--- config.mk ---
export PLATFORM = sky130hd
export DESIGN_NAME = pvd_stego_embed
export DESIGN_NICKNAME = d
export VERILOG_FILES = /design/src/design/pvd_pkg.sv /design/src/design/pvd_front.sv /design/src/design/pvd_queue.sv /design/src/design/pvd_back.sv /design/src/design/pvd_stego_embed.sv
export VERILOG_INCLUDE_DIRS = /design/src /design/src/design
export SDC_FILE = /design/constraint.sdc
export NUM_CORES = 1
export LEC_CHECK = 0
export ABC_CLOCK_PERIOD_IN_PS = 20800
export BUFFER_PORTS_ARGS = -buffer_cell sky130_fd_sc_hd__buf_4
export CAP_MARGIN = 25
export CORE_MARGIN = 3
export CORE_UTILIZATION = 50
export CTS_CLUSTER_DIAMETER = 50
export DETAILED_ROUTE_END_ITERATION = 6
export GPL_TIMING_DRIVEN = 1
export PLACE_DENSITY = 0.69
export SLEW_MARGIN = 20
export SYNTH_ARGS = -nofsm -noshare
export SYNTH_HDL_FRONTEND = slang
export SYNTH_HIERARCHICAL = 1
export SYNTH_SLANG_ARGS = --single-unit
export TNS_END_PERCENT = 30
--- constraint.sdc ---
create_clock -name clk_i -period 20.8 [get_ports clk_i]
set_clock_uncertainty 0.15 [all_clocks]
set_input_delay 3.12 -clock clk_i [delete_from_list [all_inputs] [get_ports clk_i]]
set_output_delay 3.12 -clock clk_i [all_outputs]
set_load 0.05 [all_outputs]
--- src/design/assert_macros.svh ---
// assertion macros used by the rtl file pvd_queue
// expects clk_i and rst_ni in the scope of each use
`ifndef ASSERT_MACROS_SVH
`define ASSERT_MACROS_SVH
`ifndef SYNTHESIS
`define PVD_ASSERT(lbl, prop) \
  lbl: assert property (@(posedge clk_i) disable iff (!rst_ni) (prop)) else $error("%m");
`define PVD_NEVER(lbl, expr) \
  lbl: assert property (@(posedge clk_i) disable iff (!rst_ni) !(expr)) else $error("%m");
`else
`define PVD_ASSERT(lbl, prop)
`define PVD_NEVER(lbl, expr)
`endif
`endif

--- src/design/pvd_pkg.sv ---
// types, constants and the range table of the pvd embedder
// no dependencies
package pvd_pkg;

  localparam int QDepth = 2;
  localparam int QPtrW  = $clog2(QDepth);
  localparam int QCntW  = $clog2(QDepth + 1);

  localparam int InDataW  = 32;
  localparam int OutDataW = 24;
  localparam int OutUserW = 2;

  typedef struct packed {
    logic [7:0] g0;
    logic [7:0] g1;
    logic [6:0] secret;
    logic [2:0] nbits;
    logic [7:0] lower;
    logic       neg;
    logic       embed;
  } pair_t;

  typedef struct packed {
    logic  valid;
    pair_t data;
  } q_beat_t;

  typedef struct packed {
    logic [2:0] nbits;
    logic [7:0] lower;
  } range_t;

  function automatic range_t pick_range(logic [7:0] mag);
    range_t r;
    if (mag[7]) begin
      r = '{nbits: 3'd7, lower: 8'd128};
    end else if (mag[6]) begin
      r = '{nbits: 3'd6, lower: 8'd64};
    end else if (mag[5]) begin
      r = '{nbits: 3'd5, lower: 8'd32};
    end else if (mag[4]) begin
      r = '{nbits: 3'd4, lower: 8'd16};
    end else if (mag[3]) begin
      r = '{nbits: 3'd3, lower: 8'd8};
    end else begin
      r = '{nbits: 3'd3, lower: 8'd0};
    end
    return r;
  endfunction

endpackage

--- src/design/pvd_front.sv ---
// front end: accepts pairs, picks the range and tracks the stop flag
// depends on pvd_pkg
module pvd_front (
  input  logic                         clk_i,
  input  logic                         rst_ni,
  input  logic                         s_axis_tvalid_i,
  output logic                         s_axis_tready_o,
  // first_value[7:0], second_value[15:8], secret_bits[22:16], bits_ready[25:23]
  input  logic [pvd_pkg::InDataW-1:0]  s_axis_tdata_i,
  // new_image
  input  logic                         s_axis_tuser_i,
  input  logic                         q_full_i,
  output pvd_pkg::q_beat_t             q_push_o
);
  import pvd_pkg::*;

  logic       stopped_q, stopped_d;
  logic       accept;
  logic [7:0] g0, g1;
  logic [6:0] secret;
  logic [2:0] ready;
  logic [8:0] diff;
  logic [7:0] mag;
  logic       stop_eff;
  range_t     rng;
  logic       short;

  assign s_axis_tready_o = !q_full_i;
  assign accept = s_axis_tvalid_i && !q_full_i;

  assign g0     = s_axis_tdata_i[7:0];
  assign g1     = s_axis_tdata_i[15:8];
  assign secret = s_axis_tdata_i[22:16];
  assign ready  = s_axis_tdata_i[25:23];

  always_comb begin
    diff     = {1'b0, g1} - {1'b0, g0};
    mag      = diff[8] ? 8'(-diff) : diff[7:0];
    rng      = pick_range(mag);
    stop_eff = s_axis_tuser_i ? 1'b0 : stopped_q;
    short    = ready < rng.nbits;
    stopped_d = stopped_q;
    if (accept) begin
      stopped_d = stop_eff || short;
    end
    q_push_o.valid        = accept;
    q_push_o.data.g0      = g0;
    q_push_o.data.g1      = g1;
    q_push_o.data.secret  = secret;
    q_push_o.data.nbits   = rng.nbits;
    q_push_o.data.lower   = rng.lower;
    q_push_o.data.neg     = diff[8];
    q_push_o.data.embed   = !stop_eff && !short;
  end

  always_ff @(posedge clk_i or negedge rst_ni) begin
    if (!rst_ni) begin
      stopped_q <= 1'b0;
    end else begin
      stopped_q <= stopped_d;
    end
  end

endmodule

--- src/design/pvd_queue.sv ---
// short queue of classified pairs between front and back
// depends on pvd_pkg and assert_macros.svh
`include "assert_macros.svh"
module pvd_queue (
  input  logic             clk_i,
  input  logic             rst_ni,
  input  pvd_pkg::q_beat_t push_i,
  output logic             full_o,
  output pvd_pkg::q_beat_t head_o,
  input  logic             pop_i
);
  import pvd_pkg::*;

  pair_t            mem_q [QDepth];
  logic [QPtrW-1:0] wr_ptr_q, rd_ptr_q;
  logic [QCntW-1:0] cnt_q;
  logic             push, pop;

  assign full_o       = cnt_q == QCntW'(QDepth);
  assign head_o.valid = cnt_q != '0;
  assign head_o.data  = mem_q[rd_ptr_q];
  assign push         = push_i.valid && !full_o;
  assign pop          = pop_i && head_o.valid;

  always_ff @(posedge clk_i) begin
    if (push) begin
      mem_q[wr_ptr_q] <= push_i.data;
    end
  end

  always_ff @(posedge clk_i or negedge rst_ni) begin
    if (!rst_ni) begin
      wr_ptr_q <= '0;
      rd_ptr_q <= '0;
      cnt_q    <= '0;
    end else begin
      if (push) begin
        wr_ptr_q <= wr_ptr_q + 1'b1;
      end
      if (pop) begin
        rd_ptr_q <= rd_ptr_q + 1'b1;
      end
      cnt_q <= cnt_q + QCntW'(push) - QCntW'(pop);
    end
  end

  `PVD_NEVER(a_no_overflow, cnt_q > QCntW'(QDepth))
  `PVD_NEVER(a_push_when_full, push_i.valid && full_o)
  `PVD_NEVER(a_pop_when_empty, pop_i && !head_o.valid)
  `PVD_ASSERT(a_count_track, 1'b1 |=> cnt_q == $past(cnt_q) + QCntW'($past(push)) - QCntW'($past(pop)))

endmodule

--- src/design/pvd_back.sv ---
// back end: forms the new difference, splits it and registers the result
// depends on pvd_pkg
module pvd_back (
  input  logic                         clk_i,
  input  logic                         rst_ni,
  input  pvd_pkg::q_beat_t             head_i,
  output logic                         pop_o,
  output logic                         m_axis_tvalid_o,
  input  logic                         m_axis_tready_i,
  // first_out[7:0], second_out[15:8], bits_used[18:16]
  output logic [pvd_pkg::OutDataW-1:0] m_axis_tdata_o,
  // embedded[0], wrapped[1]
  output logic [pvd_pkg::OutUserW-1:0] m_axis_tuser_o
);
  import pvd_pkg::*;

  pair_t              p;
  logic               out_valid_q;
  logic [OutDataW-1:0] data_q, data_d;
  logic [OutUserW-1:0] user_q, user_d;
  logic signed [8:0]  diff;
  logic [6:0]         sh;
  logic [7:0]         val;
  logic signed [9:0]  dec, m, mr, down, up;
  logic signed [10:0] n0, n1;
  logic               wrap;

  assign p     = head_i.data;
  assign pop_o = head_i.valid && (!out_valid_q || m_axis_tready_i);

  always_comb begin
    diff = $signed({1'b0, p.g1}) - $signed({1'b0, p.g0});
    sh   = p.secret >> (3'd7 - p.nbits);
    val  = {1'b0, sh} + p.lower;
    dec  = p.neg ? -$signed({2'b00, val}) : $signed({2'b00, val});
    m    = dec - $signed({diff[8], diff});
    mr   = m + $signed({9'b0, m[9]});
    down = mr >>> 1;
    up   = m - down;
    n0   = $signed({3'b000, p.g0}) - $signed({up[9], up});
    n1   = $signed({3'b000, p.g1}) + $signed({down[9], down});
    wrap = (|n0[10:8]) || (|n1[10:8]);
    if (p.embed) begin
      data_d = {5'b0, p.nbits, n1[7:0], n0[7:0]};
      user_d = {wrap, 1'b1};
    end else begin
      data_d = {5'b0, 3'b000, p.g1, p.g0};
      user_d = '0;
    end
  end

  always_ff @(posedge clk_i) begin
    if (pop_o) begin
      data_q <= data_d;
      user_q <= user_d;
    end
  end

  always_ff @(posedge clk_i or negedge rst_ni) begin
    if (!rst_ni) begin
      out_valid_q <= 1'b0;
    end else if (pop_o) begin
      out_valid_q <= 1'b1;
    end else if (m_axis_tready_i) begin
      out_valid_q <= 1'b0;
    end
  end

  assign m_axis_tvalid_o = out_valid_q;
  assign m_axis_tdata_o  = data_q;
  assign m_axis_tuser_o  = user_q;

endmodule

--- src/design/pvd_stego_embed.sv ---
// pvd embedder top level: one pair per cycle sustained while the output is not stalled,
// each result held first in a queue entry, then in the output register
// ready drops only when the two-entry queue between front and back is full
// reset clears the stop flag, the queue and the output valid
// depends on pvd_pkg, pvd_front, pvd_queue, pvd_back
module pvd_stego_embed (
  input  logic                         clk_i,
  input  logic                         rst_ni,
  input  logic                         s_axis_tvalid_i,
  output logic                         s_axis_tready_o,
  // first_value[7:0], second_value[15:8], secret_bits[22:16], bits_ready[25:23]
  input  logic [pvd_pkg::InDataW-1:0]  s_axis_tdata_i,
  // new_image
  input  logic                         s_axis_tuser_i,
  output logic                         m_axis_tvalid_o,
  input  logic                         m_axis_tready_i,
  // first_out[7:0], second_out[15:8], bits_used[18:16]
  output logic [pvd_pkg::OutDataW-1:0] m_axis_tdata_o,
  // embedded[0], wrapped[1]
  output logic [pvd_pkg::OutUserW-1:0] m_axis_tuser_o
);
  import pvd_pkg::*;

  q_beat_t push, head;
  logic    full, pop;

  pvd_front u_front (
    .clk_i,
    .rst_ni,
    .s_axis_tvalid_i,
    .s_axis_tready_o,
    .s_axis_tdata_i,
    .s_axis_tuser_i,
    .q_full_i (full),
    .q_push_o (push)
  );

  pvd_queue u_queue (
    .clk_i,
    .rst_ni,
    .push_i (push),
    .full_o (full),
    .head_o (head),
    .pop_i  (pop)
  );

  pvd_back u_back (
    .clk_i,
    .rst_ni,
    .head_i (head),
    .pop_o  (pop),
    .m_axis_tvalid_o,
    .m_axis_tready_i,
    .m_axis_tdata_o,
    .m_axis_tuser_o
  );

endmodule
==> results of run 1 <==
==> Yosys cell counts (all sizes together) (2+ instances only) <==
cell	number	area share, %
a211oi	6	0.66
a21boi	2	0.20
a21o	16	1.6
a21oi	29	1.9
a2bb2oi	2	0.32
a31oi	3	0.53
a32oi	2	0.23
and2	8	0.71
and3	2	0.17
and3b	2	0.25
buf	40	4.5
clkbuf	7	0.35
conb	2	0.10
dfrtp	6	2.0
edfxtp	93	37
fa	7	1.9
ha	63	10
inv	49	2.4
mux2	46	8.3
mux2i	9	1.2
nand2	50	2.5
nand2b	15	1.3
nand3	6	0.40
nand3b	2	0.20
nand4	3	0.25
nor2	42	2.3
nor2b	8	0.76
nor3	9	0.60
nor3b	2	0.20
o2111ai	3	0.35
o211a	2	0.27
o211ai	4	0.40
o21a	12	1.3
o21ai	41	2.9
o21bai	4	0.40
o31a	3	0.37
o31ai	2	0.20
o41ai	3	0.55
or2	3	0.28
or3	5	0.43
or4	2	0.30
xnor2	34	4.1
xor2	23	2.7
==> sequential cells by signal, indices dropped and copies added, names as in the netlist <==
register,flops
u_back/m_axis_tdata_o,19
u_back/m_axis_tuser_o,2
u_back/m_axis_tvalid_o,1
u_front/stopped_q,1
u_queue/cnt_q,2
u_queue/mem_q,72
u_queue/rd_ptr_q,1
u_queue/wr_ptr_q,1
==> metrics by stage <==
stage	hold WS, ns	instances	utilization (%)
4_1_cts	0.349	901	55.5
6_report	0.346	902	55.6
5_1_grt	0.378	902	55.6
3_3_place_gp	0.329	885	53.5
3_5_place_dp	0.339	885	53.5
2_1_floorplan	0.311	692	-
==> layout by cell type, fill, tap and decap left out, drive strengths merged, types with 23 or more instances in the layout <==
cell,Yosys,final
edfxtp,93,93
ha,63,63
buf,40,57
inv,49,54
nand2,50,50
mux2,46,46
nor2,42,42
o21ai,41,41
xnor2,34,34
a21oi,29,29
xor2,23,23
==> cell families after synthesis <==
kind of cell    synth area share (%)
simple gates                    11.1
compound gates                  13.5
flops                           39.1
buf+inv                         7.33
fa+ha+maj                       12.3
xor+xnor                        6.73
mux                             9.82
other cells                   0.0998
==> routing by layer <==
| layer | vias up | wire length (um) | GRT usage, % |
|---|---|---|---|
| met3 | 23 | 634 | 2.08 |
| li1 | 2488 | - | - |
| met5 | - | 0 | 0 |
| met1 | 2376 | 6960 | 25.4 |
| met4 | 0 | 333 | 6.55 |
| met2 | 119 | 6930 | 29.2 |
==> final cells by class <==
| type | instances | area (sq um) |
|---|---|---|
| multi-input combinational | 497 | 4060 |
| tap | 184 | 230 |
| clock inverter | 7 | 68.8 |
| clock buffer | 9 | 225 |
| sequential | 99 | 2940 |
| fill | 1237 | 6500 |
| timing repair buffer | 57 | 435 |
| inverter | 49 | 184 |
==> path summary, 6_finish.rpt <==
path                             startpoint                  endpoint  slack, ns
max in group asynchronous            rst_ni          u_queue/rd_ptr_q      17.96
min reg2reg                u_queue/cnt_q[1]          u_queue/cnt_q[1]       0.35
max reg2reg                u_queue/rd_ptr_q  u_back/m_axis_tuser_o[1]      11.30
max                        u_queue/rd_ptr_q  u_back/m_axis_tuser_o[1]      11.30
min                        u_queue/cnt_q[1]          u_queue/cnt_q[1]       0.35
min in group asynchronous            rst_ni          u_queue/rd_ptr_q       2.41
==> qor.json, run 1 <==
{
  "flow_run": {
    "max-cap-violations": 0
  },
  "detailed_routing": {
    "drc": 0,
    "firstDrtPassIters": 5,
    "detail_route.vias_per_cell": 5.55,
    "drt-total-wl_um": 14900,
    "ant_nets": 0,
    "drtIter0Drc": 305,
    "wl_per_cell_um": 16.5,
    "dr_total_vias": 5006
  },
  "grt": {
    "grt_pass1_vias": 4898,
    "grt_antenna_before_repair": 0,
    "grt.total_usage_pct": 18.1,
    "grt_overflow": 0,
    "first_pass_grt_wire_length_um": 23900,
    "grt_max_degree": 38
  },
  "clocking": {
    "number_of_buffers_added_by_the_clock_tree_synthesis_step": 9,
    "post_cts.repair.setup_buffers": 0,
    "cts.hold.buffers_added": 0,
    "cts_htree_levels": 3,
    "clock-sinks": 99,
    "cts_resized": 0,
    "cts.clk_slew.worst_paths_ns": 0.08,
    "tritoncts": "yes",
    "clock_network_latency_to_the_later_pin_of_the_worst_skew_pair_ns": 0.35,
    "clock-root-buffer": "clkbuf_16",
    "cts.path.max_buffers": 2
  },
  "synthesis": {
    "synth-warning-count": 6,
    "synth-seq-area-share_pct": 39.1,
    "postSynth.asyncResetShare_pct": 6.06,
    "dominantRegCellSynth": "edfxtp_1",
    "synthesis.area_sq_um": 7530,
    "synth_edf_count": 93,
    "syn_area_per_cell_sq_um": 11.0,
    "synth.ff_latch_count": 99,
    "netlist_instances": 686,
    "synth_cell_types": 81
  },
  "placement": {
    "place.gp.congestion": 0.861,
    "port_buffers": 53,
    "hpwlAfterDp_um": 11400,
    "post_dp_cell_area_sq_um": 7840,
    "dp_worst_setup_slack_ns": 11.38
  },
  "cells_and_area": {
    "finish.instance_area_sq_um": 8150,
    "insertedDiodeCount": 0,
    "finalNetCount": 820,
    "layout-area-overhead-vs-synth_pct": 8.21,
    "drive_above_1_share_pct": 20.1
  },
  "floorplanning": {
    "rows": 44,
    "die-width_um": 129,
    "io_pins": 65,
    "placeableCoreArea_sq_um": 14600,
    "initial_core_utilization_pct": 51.4,
    "die-area_sq_um": 16600,
    "height_of_the_die_um": 129
  },
  "worst_setup_path": {
    "critical_path.startpoint_type": "flip-flop",
    "worst_ep_required_ns": 20.76,
    "timing.critical_path.fanout_max": 37,
    "timing.reg2reg.worst_path_depth": 38,
    "timing.setup.critical_path_class": "flip-flop to flip-flop",
    "worst_ep_arrival_time_ns": 9.46,
    "timing.critical_path.buf_inv": 2,
    "crit_path_frequent_cell": "nand2_1",
    "critPathSlowestCell": "buf_4",
    "cp_slowest_stage_delay_ns": 0.51,
    "timing.critical_path.max_delay_family": "compound AO/OA/AOI/OAI gates",
    "worst-path-stages": 38,
    "worst_setup_path_end_kind": "flip-flop"
  },
  "sta": {
    "setup-tns-final_ns": 0,
    "setup_violations": 0,
    "max_freq_ghz": 0.105,
    "timing.final.ws_setup_ns": 11.30,
    "final.min_clock_period_ns": 9.50,
    "maxSlewViolCount": 0,
    "final_hold_viol_count": 0,
    "tightestPinTransition_ns": 0.649,
    "period_share_pct": 45.7,
    "relSlewSlack_pct": 56.8,
    "rsz0062_at_grt": "no"
  },
  "run_status": {
    "outcome": "finished, final reports clean"
  },
  "hold_path": {
    "worstHoldPathType": "flip-flop to flip-flop",
    "hold_path_depth": 1
  }
}
Power of run 1 is not shown: default switching activity piles up to over one toggle a cycle in this logic, so the estimate is an artifact.
==> run 2: changes to the inputs <==
--- a/config.mk
+++ b/config.mk
@@ -6,7 +6,7 @@
 export SDC_FILE = /design/constraint.sdc
 export NUM_CORES = 1
 export LEC_CHECK = 0
-export ABC_CLOCK_PERIOD_IN_PS = 20800
+export ABC_CLOCK_PERIOD_IN_PS = 9250
 export BUFFER_PORTS_ARGS = -buffer_cell sky130_fd_sc_hd__buf_4
 export CAP_MARGIN = 25
 export CORE_MARGIN = 3
==> constraint.sdc (replaced) <==
create_clock -name clk_i -period 9.25 [get_ports clk_i]
set_clock_uncertainty 0.15 [all_clocks]
set_input_delay 1.3875 -clock clk_i [delete_from_list [all_inputs] [get_ports clk_i]]
set_output_delay 1.3875 -clock clk_i [all_outputs]
set_load 0.05 [all_outputs]
==> run 2 against run 1 <==
Compared with the run above:
- critical path depth fell by 4
- cell count is 0.44% higher
- largest cell class unchanged
- setup slack worse by 11 ns
- die area unchanged
- core utilization up 0.44 points
==> qor.json, run 2 (synthesis results as in run 1) <==
{
  "worst_setup_path": {
    "timing.critical_path.fanout_max": {"value": 6, "change": "-84%"},
    "worstSetupStartpoint": "u_queue/rd_ptr_q",
    "worst_ep_required": {"value": 9.20, "unit": "ns", "change": "-11.56 ns"},
    "timing.setup.critical_path_class": "flip-flop to flip-flop",
    "crit_path_frequent_cell": "ha_1",
    "startpoint_of_the_lowest_slack_register_to_register_path": "u_queue/rd_ptr_q",
    "worst-r2r-setup-slack": {"value": 0.31, "unit": "ns", "change": "-10.99 ns"},
    "critical_path.startpoint_type": "flip-flop",
    "cp_slowest_stage_delay": {"value": 0.55, "unit": "ns", "change": "+0.04 ns"},
    "worst_setup_path_end_kind": "flip-flop",
    "worst_ep_arrival_time": {"value": 8.89, "unit": "ns", "change": "-0.57 ns"},
    "critPathSlowestCell": "dfrtp_4"
  },
  "grt": {
    "grt_max_degree": {"value": 37, "change": "-2.6%"},
    "first_pass_grt_wire_length": {"value": 24500, "unit": "um", "change": "+2.6%"},
    "grt_antenna_before_repair": {"value": 0, "change": "unchanged"},
    "grt_overflow": {"value": 0, "change": "unchanged"},
    "grt.total_usage": {"value": 18.6, "unit": "%", "change": "+0.51 points"},
    "grt_pass1_vias": {"value": 4990, "change": "+1.9%"}
  },
  "clocking": {
    "number_of_buffers_added_by_the_clock_tree_synthesis_step": {"value": 9, "change": "unchanged"},
    "cts.clk_slew.worst_paths": {"value": 0.08, "unit": "ns", "change": "about the same"},
    "clock_network_latency_to_the_later_pin_of_the_worst_skew_pair": {"value": 0.35, "unit": "ns", "change": "about the same"},
    "cts.path.max_buffers": {"value": 2, "change": "unchanged"},
    "tritoncts": "yes",
    "clock-root-buffer": "clkbuf_16",
    "cts_htree_levels": {"value": 3, "change": "unchanged"},
    "clock-sinks": {"value": 99, "change": "unchanged"}
  },
  "floorplanning": {
    "initial_core_utilization": {"value": 51.4, "unit": "%", "change": "unchanged"},
    "die-width": {"value": 129, "unit": "um", "change": "unchanged"},
    "height_of_the_die": {"value": 129, "unit": "um", "change": "unchanged"},
    "rows": {"value": 44, "change": "unchanged"},
    "placeableCoreArea": {"value": 14600, "unit": "sq um", "change": "unchanged"},
    "die-area": {"value": 16600, "unit": "sq um", "change": "unchanged"},
    "io_pins": {"value": 65, "change": "unchanged"}
  },
  "cells_and_area": {
    "most_common_library_cell_in_the_layout_ignoring_fill_and_taps": "edfxtp_1",
    "post_layout_nonfiller_instances": {"value": 906, "change": "+0.44%"},
    "layout_common_cells": "edfxtp_1 (93), ha_1 (62), buf_4 (60), nand2_1 (50), inv_1 (49)",
    "layout-area-overhead-vs-synth_pct": 9.08,
    "number_of_flip_flops_in_the_largest_register": {"value": 72, "change": "unchanged"},
    "finalNetCount": {"value": 824, "change": "+0.49%"},
    "drive_above_1_share": {"value": 21.3, "unit": "%", "change": "+1.3 points"},
    "largest_register": "u_queue/mem_q",
    "insertedDiodeCount": {"value": 0, "change": "unchanged"}
  },
  "sta": {
    "setup-tns-final": {"value": 0, "unit": "ns", "change": "unchanged"},
    "tightestPinTransition": {"value": 0.588, "unit": "ns", "change": "-0.0608 ns"},
    "relSlewSlack": {"value": 60.7, "unit": "%", "change": "+4.0 points"},
    "period_share": {"value": 96.6, "unit": "%", "change": "+51 points"},
    "maxSlewViolCount": {"value": 0, "change": "unchanged"},
    "final_hold_viol_count": {"value": 0, "change": "unchanged"},
    "max_freq": {"value": 0.112, "unit": "GHz", "change": "+6.3%"},
    "final.min_clock_period": {"value": 8.94, "unit": "ns", "change": "-0.562 ns"},
    "setup_violations": {"value": 0, "change": "unchanged"}
  },
  "placement": {
    "place.gp.congestion": {"value": 0.926, "change": "+7.5%"},
    "hpwlAfterDp": {"value": 11700, "unit": "um", "change": "+2.7%"},
    "port_buffers": {"value": 53, "change": "unchanged"},
    "placedCellCount": {"value": 885, "change": "unchanged"}
  },
  "detailed_routing": {
    "firstDrtPassIters": {"value": 4, "change": "-1"},
    "dr_total_vias": {"value": 5018, "change": "+0.24%"},
    "drc": {"value": 0, "change": "unchanged"},
    "ant_nets": {"value": 0, "change": "unchanged"},
    "drtIter0Drc": {"value": 308, "change": "+0.98%"},
    "wl_per_cell": {"value": 16.8, "unit": "um", "change": "+2.2%"},
    "detail_route.vias_per_cell": {"value": 5.54, "change": "-0.20%"},
    "drt-total-wl": {"value": 15300, "unit": "um", "change": "+2.7%"}
  },
  "run_status": {
    "outcome": "finished, final reports clean"
  },
  "hold_path": {
    "min-delay-start": "u_back/m_axis_tvalid_o",
    "worstHoldPathType": "flip-flop to flip-flop"
  },
  "flow_run": {
    "max-cap-violations": {"value": 0, "change": "unchanged"}
  }
}
run 2: cell types whose count changed in the layout (fill, tap and decap cells not counted), sizes merged:
cell	before	now
buf	57	61
clkinv	2	3
inv	54	53
run 2: area by class of cell:
type / instances / area [sq um]
fill: 1230 / 6430
tap: 184 / 230
sequential: 99 / 2950
multi-input combinational: 497 / 4090
timing repair buffer: 61 / 465
clock inverter: 7 / 70.1
clock buffer: 9 / 225
inverter: 49 / 184
run 2: metal layers:
metal | part of all wire (%) | global-route usage (%) | up-vias
met5 | 0 | 0 | -
met4 | 1.6 | 5.68 | 0
met3 | 3.8 | 2.24 | 17
met2 | 48 | 31.1 | 122
met1 | 47 | 25.5 | 2385
li1 | - | - | 2494
run 2: path summary, 6_finish.rpt:
kind,to,cells past startpoint
setup / recovery,u_back/m_axis_tuser_o[1],34
hold / removal,u_back/m_axis_tvalid_o,2
setup reg to reg,u_back/m_axis_tuser_o[1],34
hold reg to reg,u_back/m_axis_tvalid_o,2
max in group asynchronous,u_queue/rd_ptr_q,1
min in group asynchronous,u_back/m_axis_tvalid_o,1
run 2: through the flow:
stage	hold WS [ns]	setup WS, ns	cell area [sq um]	utilization [%]
floorplan	0.311	0.863	7550	-
global placement	0.329	0.312	7840	53.5
detailed placement	0.342	0.0465	7840	53.5
CTS	0.357	0.0152	8130	55.5
global route	0.377	-0.0436	8210	56.1
finish	0.359	0.312	8210	56.1
run 2: critical path, delay by kind of cell (launching register included):
kind | cells | cell delay (ns)
simple gates | 5 | 0.81
xor+xnor | 6 | 1.06
mux | 3 | 1.05
fa+ha+maj | 6 | 1.75
flops | 1 | 0.55
buf+inv | 2 | 0.32
compound gates | 12 | 2.94
run 2: what timing repair did:
action	in CTS	in global routing
setup buffers	0	4
endpoints found under the setup margin	0	2
gates resized for setup	0	10
endpoints found under the hold margin	0	0
hold buffers	0	0
Power of run 2 is left out for the same reason.
==> run 3: changes to the inputs <==
--- a/config.mk
+++ b/config.mk
@@ -9,7 +9,7 @@
 export ABC_CLOCK_PERIOD_IN_PS = 9250
 export BUFFER_PORTS_ARGS = -buffer_cell sky130_fd_sc_hd__buf_4
 export CAP_MARGIN = 25
-export CORE_MARGIN = 3
+export CORE_MARGIN = 1.5
 export CORE_UTILIZATION = 50
 export CTS_CLUSTER_DIAMETER = 50
 export DETAILED_ROUTE_END_ITERATION = 6
==> run 3 against run 2 <==
Compared with the run above:
- first-iteration DRC count is 7.8% lower
- critical endpoint unchanged
- clock-buffer cell count stayed put
- register-to-register slack gained 0.16 ns
- worst hold slack worse by 0.0054 ns
- via count is 0.58% lower
- flip-flop and latch count unchanged
- maximum frequency rose by 1.8%
- critical path depth grew 5
- setup slack gained 0.16 ns
- routed wire length down 4.4%
- non-clock buffer count up 1
- cell count increased by 0.11%
==> qor.json, run 3 (synthesis results as in run 1) <==
{
  "worst_setup_path": {
    "critical_path.startpoint_type": "flip-flop",
    "timing.critical_path.fanout_max": {"value": 16, "change": "+10"},
    "timing.critical_path.max_delay_family": "compound AO/OA/AOI/OAI gates",
    "timing.setup.critical_path_class": "flip-flop to flip-flop",
    "timing.critical_path.buf_inv": {"value": 2, "change": "unchanged"},
    "critPathSlowestCell": "or3_2",
    "worst_setup_path_end_kind": "flip-flop",
    "worst_ep_required": {"value": 9.20, "unit": "ns", "change": "about the same"},
    "cp_slowest_stage_delay": {"value": 0.49, "unit": "ns", "change": "-0.06 ns"},
    "crit_path_frequent_cell": "nand2_1",
    "worst_ep_arrival_time": {"value": 8.73, "unit": "ns", "change": "-0.16 ns"}
  },
  "floorplanning": {
    "initial_core_utilization": {"value": 51.6, "unit": "%", "change": "+0.19 points"},
    "placeableCoreArea": {"value": 14600, "unit": "sq um", "change": "-0.38%"},
    "die-area": {"value": 15800, "unit": "sq um", "change": "-4.6%"},
    "die-width": {"value": 126, "unit": "um", "change": "-2.3%"},
    "io_pins": {"value": 65, "change": "unchanged"},
    "rows": {"value": 44, "change": "unchanged"},
    "height_of_the_die": {"value": 126, "unit": "um", "change": "-2.3%"}
  },
  "detailed_routing": {
    "detail_route.vias_per_cell": {"value": 5.50, "change": "-0.69%"},
    "ant_nets": {"value": 0, "change": "unchanged"},
    "drc": {"value": 0, "change": "unchanged"},
    "dr_total_vias": {"value": 4989, "change": "-0.58%"},
    "drt-total-wl": {"value": 14600, "unit": "um", "change": "-4.4%"},
    "wl_per_cell": {"value": 16.1, "unit": "um", "change": "-4.5%"},
    "drtIter0Drc": {"value": 284, "change": "-7.8%"},
    "firstDrtPassIters": {"value": 5, "change": "+1"}
  },
  "clocking": {
    "cts.clk_slew.worst_paths": {"value": 0.07, "unit": "ns", "change": "about the same"},
    "number_of_buffers_added_by_the_clock_tree_synthesis_step": {"value": 9, "change": "unchanged"},
    "clock-root-buffer": "clkbuf_16",
    "clock-sinks": {"value": 99, "change": "unchanged"},
    "tritoncts": "yes",
    "cts_htree_levels": {"value": 3, "change": "unchanged"},
    "clock_network_latency_to_the_later_pin_of_the_worst_skew_pair": {"value": 0.35, "unit": "ns", "change": "about the same"},
    "cts.hold.buffers_added": {"value": 0, "change": "unchanged"},
    "cts.path.max_buffers": {"value": 2, "change": "unchanged"}
  },
  "grt": {
    "grt_antenna_before_repair": {"value": 0, "change": "unchanged"},
    "first_pass_grt_wire_length": {"value": 23900, "unit": "um", "change": "-2.3%"},
    "grt_max_degree": {"value": 37, "change": "unchanged"},
    "grt.total_usage": {"value": 19.2, "unit": "%", "change": "+0.53 points"},
    "grt_overflow": {"value": 0, "change": "unchanged"},
    "grt_pass1_vias": {"value": 4904, "change": "-1.7%"}
  },
  "sta": {
    "final.min_clock_period": {"value": 8.78, "unit": "ns", "change": "-0.161 ns"},
    "relSlewSlack": {"value": 59.9, "unit": "%", "change": "-0.84 points"},
    "period_share": {"value": 94.9, "unit": "%", "change": "-1.7 points"},
    "maxSlewViolCount": {"value": 0, "change": "unchanged"},
    "setup_violations": {"value": 0, "change": "unchanged"},
    "max_freq": {"value": 0.114, "unit": "GHz", "change": "+1.8%"},
    "final_hold_viol_count": {"value": 0, "change": "unchanged"},
    "setup-tns-final": {"value": 0, "unit": "ns", "change": "unchanged"},
    "tightestPinTransition": {"value": 0.601, "unit": "ns", "change": "+0.0131 ns"}
  },
  "cells_and_area": {
    "layout.filler_cells": {"value": 1231, "change": "+0.081%"},
    "finalNetCount": {"value": 825, "change": "+0.12%"},
    "layout-area-overhead-vs-synth_pct": 9.33,
    "largest_register": "u_queue/mem_q",
    "layout_common_cells": "edfxtp_1 (93), ha_1 (62), buf_4 (61), nand2_1 (50), inv_1 (49)",
    "drive_above_1_share": {"value": 21.9, "unit": "%", "change": "+0.52 points"},
    "insertedDiodeCount": {"value": 0, "change": "unchanged"},
    "most_common_library_cell_in_the_layout_ignoring_fill_and_taps": "edfxtp_1",
    "post_layout_nonfiller_instances": {"value": 907, "change": "+0.11%"},
    "number_of_flip_flops_in_the_largest_register": {"value": 72, "change": "unchanged"}
  },
  "placement": {
    "placedCellCount": {"value": 887, "change": "+0.23%"},
    "hpwlAfterDp": {"value": 11500, "unit": "um", "change": "-2.0%"},
    "port_buffers": {"value": 53, "change": "unchanged"},
    "place.gp.congestion": {"value": 0.855, "change": "-7.6%"}
  },
  "run_status": {
    "outcome": "finished, final reports clean"
  },
  "flow_run": {
    "max-cap-violations": {"value": 0, "change": "unchanged"}
  },
  "hold_path": {
    "worstHoldPathType": "flip-flop to flip-flop"
  }
}
==> run 3: final timing paths <==
kind / startpoint / cells after the start / to / slack [ns]
worst max-delay path: u_queue/rd_ptr_q / 39 / u_back/m_axis_tuser_o[1] / 0.47
worst max register to register: u_queue/rd_ptr_q / 39 / u_back/m_axis_tuser_o[1] / 0.47
worst min-delay path: u_front/stopped_q / 2 / u_front/stopped_q / 0.35
worst min register to register: u_front/stopped_q / 2 / u_front/stopped_q / 0.35
max in group asynchronous: rst_ni / 1 / u_queue/rd_ptr_q / 8.14
min in group asynchronous: rst_ni / 1 / u_front/stopped_q / 0.68
==> run 3: final cells by class <==
cell class	count	area, sq um	area share [%]
Inverter	49	184	2.24
Clock buffer	9	225	2.74
Multi-Input combinational cell	497	4100	49.8
Clock inverter	7	70.1	0.851
Timing Repair Buffer	62	478	5.81
Tap cell	184	230	2.80
Sequential cell	99	2940	35.8
==> run 3: repair_timing <==
action                     4_1_cts  5_1_grt
buffers inserted                 0        4
gates resized for setup          0        9
setup endpoints to repair        0        2
==> run 3: layer usage <==
| layer | vias up | share of wire, % | track usage, % |
|---|---|---|---|
| met5 | - | 0 | 0 |
| met2 | 128 | 48 | 31.4 |
| li1 | 2499 | - | - |
| met4 | 0 | 1.6 | 5.61 |
| met3 | 17 | 4.8 | 2.97 |
| met1 | 2345 | 46 | 26.4 |
==> run 3: stage by stage <==
step	hold WS, ns	setup slack [ns]	area [sq um]	util, %
finish	0.353	0.473	8230	56.4
floorplan	0.311	0.863	7550	-
global placement	0.332	0.382	7860	53.9
global route	0.397	-0.105	8230	56.4
detailed placement	0.343	0.140	7860	53.9
CTS	0.358	0.0870	8160	55.9
==> run 3: tightest hold or removal path, delay by kind of cell, from the launching register on <==
family / cells / cell delay [ns]
AOI/OAI and AO/OA: 1 / 0.04
DFF: 1 / 0.37
and+or+nand+nor: 1 / 0.07
Power of run 3 is left out for the same reason.
